==> config.mk <==
export PLATFORM = sky130hd
export DESIGN_NAME = pcm_qdiv
export DESIGN_NICKNAME = d
export VERILOG_FILES = /design/src/rtl/core/pcm_pkg.sv /design/src/rtl/core/pcm_qdiv.sv
export SDC_FILE = /design/constraint.sdc
export NUM_CORES = 2
export LEC_CHECK = 0
export BUFFER_PORTS_ARGS = -buffer_cell sky130_fd_sc_hd__buf_2
export CORE_MARGIN = 2
export CORE_UTILIZATION = 51
export CTS_BUF_LIST = sky130_fd_sc_hd__clkbuf_8
export DETAILED_ROUTE_END_ITERATION = 6
export PLACE_DENSITY_LB_ADDON = 0.12
export SYNTH_ARGS = -nofsm -noshare
export SYNTH_HDL_FRONTEND = slang
export SYNTH_SLANG_ARGS = --single-unit
==> constraint.sdc <==
create_clock -name clock -period 15.7 [get_ports clock]
set_input_delay 1.57 -clock clock [delete_from_list [all_inputs] [get_ports clock]]
set_output_delay 1.57 -clock clock [all_outputs]
set_load 0.02 [all_outputs]
==> src/rtl/core/pcm_pkg.sv <==
// Package for the Pearson correlation matrix block.
// Holds the command codes, state types and fixed field widths; no dependencies.
package pcm_pkg;

   localparam int CMD_W    = 2;
   localparam int FIDX_W   = 5;
   localparam int SAMPLE_W = 16;
   localparam int MEAN_W   = 24;
   localparam int COEF_W   = 16;
   localparam int SUM_W    = 64;
   localparam int DEV_W    = 25;            // sample*256 - mean, signed
   localparam int PROD_W   = 2 * DEV_W;     // product of two deviations
   localparam int WIDE_W   = 2 * SUM_W;     // diagonal product
   localparam int REM_W    = SUM_W + 3;     // square root remainder

   typedef enum logic [CMD_W-1:0] {
      CMD_LOAD_MEAN   = 2'd0,
      CMD_LOAD_SAMPLE = 2'd1,
      CMD_QUERY       = 2'd2,
      CMD_CLEAR       = 2'd3
   } cmd_type;

   typedef enum logic [3:0] {
      ST_CLEAR,
      ST_IDLE,
      ST_ROW,
      ST_DEVI,
      ST_SWEEP,
      ST_DRAIN,
      ST_QRD0,
      ST_QRD1,
      ST_QRD2,
      ST_QRD3,
      ST_QRD4,
      ST_QRUN,
      ST_QBAD
   } state_type;

   typedef enum logic [2:0] {
      Q_IDLE,
      Q_MUL,
      Q_CHK,
      Q_SQRT,
      Q_DIV,
      Q_DONE
   } qstate_type;

endpackage

==> src/rtl/core/pcm_qdiv.sv <==
// Iterative coefficient unit: diagonal product, square root and Q1.15 divide.
// Depends on pcm_pkg.
module pcm_qdiv (
   input  logic                              clock,
   input  logic                              reset,
   input  logic                              start,
   input  logic [pcm_pkg::SUM_W-1:0]         sij,
   input  logic [pcm_pkg::SUM_W-1:0]         sii,
   input  logic [pcm_pkg::SUM_W-1:0]         sjj,
   input  logic                              ack,
   output logic                              done,
   output logic signed [pcm_pkg::COEF_W-1:0] coefficient,
   output logic                              degenerate
);
   import pcm_pkg::*;

   qstate_type          state_ff, state_in;
   logic [SUM_W-1:0]    a_ff, a_in, b_ff, b_in;
   logic [SUM_W-1:0]    mag_ff, mag_in;
   logic                neg_ff, neg_in;
   logic [WIDE_W-1:0]   acc_ff, acc_in;
   logic [SUM_W-1:0]    pp_ff, pp_in;
   logic [1:0]          ppk_ff, ppk_in;
   logic [6:0]          cnt_ff, cnt_in;
   logic [REM_W-1:0]    rem_ff, rem_in;
   logic [SUM_W-1:0]    root_ff, root_in;
   logic [15:0]         q_ff, q_in;
   logic                full_ff, full_in;
   logic                degen_ff, degen_in;

   logic [31:0]         a_part, b_part;
   logic [1:0]          sh_sum;
   logic [WIDE_W-1:0]   pp_shift;
   logic [REM_W-1:0]    rem_sh, trial;
   logic [SUM_W:0]      dv_sh;
   logic [16:0]         q_round;
   logic [15:0]         q_mag;

   // partial products and square-root / divide steps
   always_comb begin
      a_part   = cnt_ff[1] ? a_ff[63:32] : a_ff[31:0];
      b_part   = cnt_ff[0] ? b_ff[63:32] : b_ff[31:0];
      pp_in    = {32'd0, a_part} * {32'd0, b_part};
      sh_sum   = {1'b0, ppk_ff[1]} + {1'b0, ppk_ff[0]};
      pp_shift = {{SUM_W{1'b0}}, pp_ff} << {sh_sum, 5'd0};
      rem_sh   = {rem_ff[REM_W-3:0], acc_ff[WIDE_W-1 -: 2]};
      trial    = {1'b0, root_ff, 2'b01};
      dv_sh    = {rem_ff[SUM_W-1:0], 1'b0};
      q_round  = ({1'b0, q_ff} + 17'd1) >> 1;
      q_mag    = full_ff ? 16'h8000 : q_round[15:0];
   end

   // sequencer
   always_comb begin
      state_in = state_ff;
      a_in     = a_ff;
      b_in     = b_ff;
      mag_in   = mag_ff;
      neg_in   = neg_ff;
      acc_in   = acc_ff;
      ppk_in   = ppk_ff;
      cnt_in   = cnt_ff;
      rem_in   = rem_ff;
      root_in  = root_ff;
      q_in     = q_ff;
      full_in  = full_ff;
      degen_in = degen_ff;
      case (state_ff)
         Q_IDLE: begin
            if (start) begin
               a_in     = sii;
               b_in     = sjj;
               neg_in   = sij[SUM_W-1];
               mag_in   = sij[SUM_W-1] ? (~sij + 64'd1) : sij;
               acc_in   = '0;
               cnt_in   = '0;
               state_in = Q_MUL;
            end
         end
         Q_MUL: begin
            if (cnt_ff != 7'd0) begin
               acc_in = acc_ff + pp_shift;
            end
            ppk_in = cnt_ff[1:0];
            cnt_in = cnt_ff + 7'd1;
            if (cnt_ff == 7'd4) begin
               state_in = Q_CHK;
            end
         end
         Q_CHK: begin
            rem_in  = '0;
            root_in = '0;
            cnt_in  = '0;
            if (acc_ff == '0) begin
               degen_in = 1'b1;
               state_in = Q_DONE;
            end else begin
               state_in = Q_SQRT;
            end
         end
         Q_SQRT: begin
            if (rem_sh >= trial) begin
               rem_in  = rem_sh - trial;
               root_in = {root_ff[SUM_W-2:0], 1'b1};
            end else begin
               rem_in  = rem_sh;
               root_in = {root_ff[SUM_W-2:0], 1'b0};
            end
            acc_in = acc_ff << 2;
            cnt_in = cnt_ff + 7'd1;
            if (cnt_ff == 7'd63) begin
               cnt_in   = '0;
               state_in = Q_DIV;
            end
         end
         Q_DIV: begin
            // first cycle loads the magnitude; full scale skips the divide
            if (cnt_ff == 7'd0) begin
               degen_in = 1'b0;
               q_in     = '0;
               rem_in   = {3'd0, mag_ff};
               full_in  = (mag_ff >= root_ff);
               cnt_in   = 7'd1;
               if (mag_ff >= root_ff) begin
                  state_in = Q_DONE;
               end
            end else begin
               if (dv_sh >= {1'b0, root_ff}) begin
                  rem_in = {2'd0, dv_sh - {1'b0, root_ff}};
                  q_in   = {q_ff[14:0], 1'b1};
               end else begin
                  rem_in = {2'd0, dv_sh};
                  q_in   = {q_ff[14:0], 1'b0};
               end
               cnt_in = cnt_ff + 7'd1;
               if (cnt_ff == 7'd16) begin
                  state_in = Q_DONE;
               end
            end
         end
         Q_DONE: begin
            if (ack) begin
               state_in = Q_IDLE;
            end
         end
         default: state_in = Q_IDLE;
      endcase
   end

   always_ff @(posedge clock) begin
      if (reset) begin
         state_ff <= Q_IDLE;
      end else begin
         state_ff <= state_in;
      end
      a_ff     <= a_in;
      b_ff     <= b_in;
      mag_ff   <= mag_in;
      neg_ff   <= neg_in;
      acc_ff   <= acc_in;
      pp_ff    <= pp_in;
      ppk_ff   <= ppk_in;
      cnt_ff   <= cnt_in;
      rem_ff   <= rem_in;
      root_ff  <= root_in;
      q_ff     <= q_in;
      full_ff  <= full_in;
      degen_ff <= degen_in;
   end

   // sign and saturation
   always_comb begin
      done       = (state_ff == Q_DONE);
      degenerate = degen_ff;
      if (degen_ff) begin
         coefficient = '0;
      end else if (neg_ff) begin
         coefficient = -$signed(q_mag);
      end else begin
         coefficient = (q_mag > 16'd32767) ? 16'sd32767 : $signed(q_mag);
      end
   end

`ifndef SYNTH
   a_start_idle: assert property (@(posedge clock) disable iff (reset)
      start |-> state_ff == Q_IDLE) else $error("start while unit busy");
   a_ack_done: assert property (@(posedge clock) disable iff (reset)
      ack |-> state_ff == Q_DONE) else $error("ack without result");
   a_degen_zero: assert property (@(posedge clock) disable iff (reset)
      done && degenerate |-> coefficient == 16'sd0) else $error("degenerate nonzero");
`endif
endmodule

# --- After elaboration in Yosys (flattened, before gate mapping) ---
# Index checks and enable logic that the tools add are counted.
classes:
  n_addsub: 8
  mul: 1
  n_lt_le_gt_ge: 4
  eq_ne: 17
  n_shift: 1
  n_mux: 33
  bitwise: 1
  n_reduce_logical: 15
op_table:
  columns: ["op", "count"]
  rows:
  - ["one-hot mux 128 bit (3 select lines)", 1]
  - ["2-to-1 mux 128 bit", 2]
  - ["2-to-1 mux 65 bit", 3]
  - ["one-hot mux 65 bit (3 select lines)", 1]
  - ["adder 128 bit", 1]
  - ["zero test 128 bit", 1]
  - ["one-hot mux 64 bit (2 select lines)", 1]
  - ["<< shifter 64 x 7 -> 128 bit", 1]
  - [">= comparator 67 x 66 -> 1 bit", 1]
  - [">= comparator 65 x 64 -> 1 bit", 1]
  - ["subtractor 65 x 64 -> 65 bit", 1]
  - ["subtractor 65 bit", 1]
  - ["adder 64 x 1 -> 64 bit, second input constant", 1]
  - [">= comparator 64 bit", 1]
  - ["multiplier 32 x 32 -> 64 bit", 1]
  - ["2-to-1 mux 16 bit", 4]
  - ["2-to-1 mux 32 bit", 2]
  - ["NOT 64 bit", 1]
  - ["2-to-1 mux 63 bit", 1]
  - ["one-hot mux 7 bit (5 select lines)", 1]
  - ["2-to-1 mux 3 bit", 8]
  - ["2-to-1 mux 7 bit", 3]
  - ["one-hot mux 3 bit (6 select lines)", 1]
  - ["adder 16 x 1 -> 17 bit, second input constant", 1]
  - ["other kinds (23)", 40]
word_totals:
  ff_bits: 544
  in_bits: 196
  output_inout_bits: 18
  elab_cells: 95

# --- Logic depth before layout (Yosys ltp) ---
logic_depth:
  word_depth: 6
  depth_mapped: 36
  depth_no_buf: 31

# --- Worst setup path before layout ---
# Ideal clock, no wire load.
synth_timing:
  path_kind: "input-to-reg"
  startpoint: "input start"
  endpoint: "register a_ff[0], enable pin"
  t_arrival_ns: 14.622
  required_time_ns: 14.718
  setup_slack_ns: 0.095
  stages: 2
  cell_sequence: "nand2b_1 nor3_1"
synth_via:
  elab_chain_cells: 1
synth_rtl:
  columns: ["item", "line", "source"]
  rows:
  - ["start: declaration", "pcm_qdiv.sv:6", "input logic start,"]
  - ["AND reduction 2 bit (no line)", null, null]
  - ["end signal: assignment", "pcm_qdiv.sv:156", "a_ff <= a_in;"]
  - ["end: declaration", "pcm_qdiv.sv:18", "logic [SUM_W-1:0] a_ff, a_in, b_ff, b_in;"]
# No other way between the ends.
# A chain may end at the register's enable or synchronous reset.

# --- Worst setup path in the final report ---
layout_timing:
  startpoint: "register cnt_ff[0]"
  endpoint: "register pp_ff[59]"
layout_via:
  elab_chain_cells: 2
layout_rtl:
  columns: ["item", "line", "source"]
  rows:
  - ["start: declaration", "pcm_qdiv.sv:24", "logic [6:0] cnt_ff, cnt_in;"]
  - ["start signal: assignment", "pcm_qdiv.sv:163", "cnt_ff <= cnt_in;"]
  - ["2-to-1 mux 32 bit", "pcm_qdiv.sv:42", "b_part = cnt_ff[0] ? b_ff[63:32] : b_ff[31:0];"]
  - ["multiplier 32 x 32 -> 64 bit", "pcm_qdiv.sv:43", "pp_in = {32'd0, a_part} * {32'd0, b_part};"]
  - ["via pp_in[59]", "pcm_qdiv.sv:22", "logic [SUM_W-1:0] pp_ff, pp_in;"]
  - ["end signal: assignment", "pcm_qdiv.sv:161", "pp_ff <= pp_in;"]
  - ["end: declaration", "pcm_qdiv.sv:22", null]
# The timed path passes the listed nets, and every way through them passes these cells.

==> out/results.ini <==
[outcome]
status = complete, but fails checks
violations = design-rule violations

[timing]
worstMarginPinSlew_ps = 1300
hold_viol = 0
slew_headroom = 0.119
fin_worst_skew_ps = 79.7
max_freq_mhz = 91.6
finalSetupViolCount = 0
period_needed_ps = 10910
min_period_over_period = 0.695
timing.setup.tns_ps = 0
slew_viol_final = 0
layout_setup_ws_ps = 4790
grt_setup_unrepaired = false
holdWs_ps = 571

[finish]
nNetsFinal = 10040
area_growth_pct = 6.96
drive_gt1_frac = 0.0729
fin_area_sq_um = 79000

[synth]
ys_seq_area_frac = 0.212
syn-instance-count = 8356
ys_ff_latch = 544
synth_flop_cell = edfxtp_1
syn_avg_cell_area_sq_um = 8.84
syn-num-nets = 10042
synth-edff-count = 477
ys_async_sr_fraction = 0
ys_warn_count = 0
synth.distinct_cells = 82
synth_area_sq_um = 73900

[setup_path]
startpoint = cnt_ff[0]
critPathKind = flip-flop to flip-flop
cp-end-kind = flip-flop
cpMaxStageDelayCell = a2111oi_0
r2r-start = cnt_ff[0]
r2r_slack_ps = 4790
cp_common_cell = fa_1
reg2reg_to = pp_ff[59]
critical-path-max-stage-delay_ps = 1010
worstPathArrival_ps = 11660
cp_max_fo = 41
reg2regPathDepth = 28
startpoint_type = flip-flop
required_ps = 16450

[placed_design]
dp_slack_ps = 5080
io_buffers = 213
gp_congestion = 1.02
placed_cell_area_sq_um = 76900
hpwl_microns = 204000

[routing]
viasPerCell = 6.01
drc = 14
drt-total-wl_microns = 259000
drt_iter0_drc = 5593
wl_per_cell_microns = 25.0
postRouteAntennaNets = 0
first_pass_iters = 7
num_vias = 62214

[worst_hold_path]
min_path_type = flip-flop to flip-flop
whs_endpoint = acc_ff[11]
min_delay_path_depth = 2
min-delay-start = acc_ff[9]

[job]
drv_cap = 0

[floorplanning]
die_area_sq_um = 148000
io-pin-count = 214
row_count = 139
die_h_microns = 385
die_w_microns = 385
core_area_sq_um = 144000
start_util = 0.514

[clocking]
cts_tree = built
cts.sinks = 544
cts_root_buffer = clkbuf_8
cts_buffer_depth = 3
holdBufCountCts = 0
path_clk_slew_ps = 60
clock_latency_ps = 890
htreeDepth = 3
post_cts_resized = 0
cts_setup_buffers = 0
cts-buffers-inserted = 101

[global_routing]
antenna_found_initial = 14
grt_use_total = 0.349
grt_pass1_vias = 63435
overflow = 0
grt_max_degree = 137
grt_pass1_wl_microns = 389000

[sequential cells by signal, summed over array words and instances (netlist names), 2 cells and up]
register / cells
a_ff: 64
acc_ff: 128
b_ff: 64
cnt_ff: 7
mag_ff: 64
pp_ff: 64
ppk_ff: 2
q_ff: 16
rem_ff: 65
root_ff: 64
state_ff: 3
[worst max-delay path, delay by kind of cell (launching register included)]
kind | cells | cell delay [ps]
muxes | 1 | 330
buffers and inverters | 5 | 1810
and+or+nand+nor | 1 | 150
AOI/OAI and AO/OA | 11 | 3540
DFF | 1 | 320
adders and majority gates | 9 | 4370
xor gates and xnor gates | 1 | 130
[per-stage QoR]
step | std cells | utilization
final | 10354 | 0.550
after detailed placement | 10154 | 0.535
after floorplan | 8356 | -
after global placement | 10154 | 0.535
after CTS | 10345 | 0.550
after global routing | 10350 | 0.550
[logic make-up (layout without fill, tap and decap cells)]
logic type | Yosys count | in the layout | share of synthesized area
and+or+nand+nor | 2623 | 2623 | 0.156
AOI/OAI and AO/OA | 1665 | 1665 | 0.143
adders and majority gates | 1490 | 1490 | 0.344
buffers and inverters | 1468 | 1554 | 0.0746
DFF | 544 | 544 | 0.212
xor gates and xnor gates | 379 | 379 | 0.0449
muxes | 187 | 187 | 0.0264
other | 0 | 9 | 0
[worst max path at each step]
stage | endpoint | slack, ps | cells after the start
after floorplan | a_ff[0] | 100 | 2
after global placement | pp_ff[59] | 4980 | 28
after detailed placement | pp_ff[59] | 5080 | 28
after CTS | pp_ff[59] | 5000 | 28
after global routing | pp_ff[59] | 4520 | 28
final | pp_ff[59] | 4790 | 28
[placed cells by master (no fill, tap or decap), drive strengths merged, types with 45 or more instances in the layout]
master,n
nor3,86
mux2i,124
nor2b,88
buf,313
o21ai,425
nand4,157
a21o,215
inv,1090
o21bai,85
a22o,46
nand2b,52
xnor2,248
dfxtp,67
clkbuf,106
nor4,61
nor2,1045
nand2,888
mux2,63
ha,592
a31oi,45
nand3,77
and2,71
a21oi,482
edfxtp,477
xor2,131
fa,898
[synthesized netlist by cell type, types with 15 or more instances]
| library cell | count | area (sq um) |
|---|---|---|
| inv_1 | 1050 | 3940 |
| nor2_1 | 1045 | 3920 |
| fa_1 | 898 | 18000 |
| nand2_1 | 887 | 3330 |
| ha_1 | 592 | 7410 |
| a21oi_1 | 482 | 2410 |
| edfxtp_1 | 477 | 14300 |
| o21ai_0 | 425 | 2130 |
| clkbuf_1 | 384 | 1440 |
| xnor2_1 | 248 | 2170 |
| a21o_1 | 215 | 1610 |
| nand4_1 | 157 | 982 |
| xor2_1 | 131 | 1150 |
| mux2i_1 | 124 | 1240 |
| nor2b_1 | 88 | 551 |
| nor3_1 | 86 | 430 |
| o21bai_1 | 85 | 638 |
| nand3_1 | 77 | 385 |
| and2_1 | 70 | 438 |
| dfxtp_1 | 67 | 1340 |
| nor4_1 | 60 | 375 |
| mux2_2 | 57 | 642 |
| nand2b_1 | 49 | 307 |
| a22o_1 | 46 | 403 |
| a31oi_1 | 45 | 282 |
| a211oi_1 | 44 | 330 |
| o31ai_1 | 40 | 300 |
| o21a_1 | 39 | 293 |
| a221o_1 | 33 | 330 |
| buf_1 | 31 | 116 |
| o211ai_1 | 25 | 188 |
| and3_1 | 24 | 150 |
| o221ai_1 | 24 | 210 |
| or3_1 | 23 | 144 |
| a22oi_1 | 21 | 158 |
| o41ai_1 | 18 | 158 |
| a221oi_1 | 15 | 131 |
[per-layer routing]
metal / up-vias / share of wire / track usage
met5: - / 0.000097 / 0
met4: 4 / 0.067 / 0.196
met3: 710 / 0.081 / 0.0635
met2: 2726 / 0.45 / 0.558
met1: 30673 / 0.40 / 0.448
li1: 28101 / - / -
[final cells by class]
type                            instances  area, sq um
Multi-Input combinational cell       6344        53100
Sequential cell                       544        15700
Inverter                             1050         3940
Fill cell                           13388        64600
Tap cell                             1903         2380
Antenna cell                            9         22.5
Clock buffer                          106         1460
Timing Repair Buffer                  313         1830
Clock inverter                         85          642
Power is left out: the tool's default activity adds up to more than one toggle a clock period on the data nets, which glitch-free logic cannot reach.
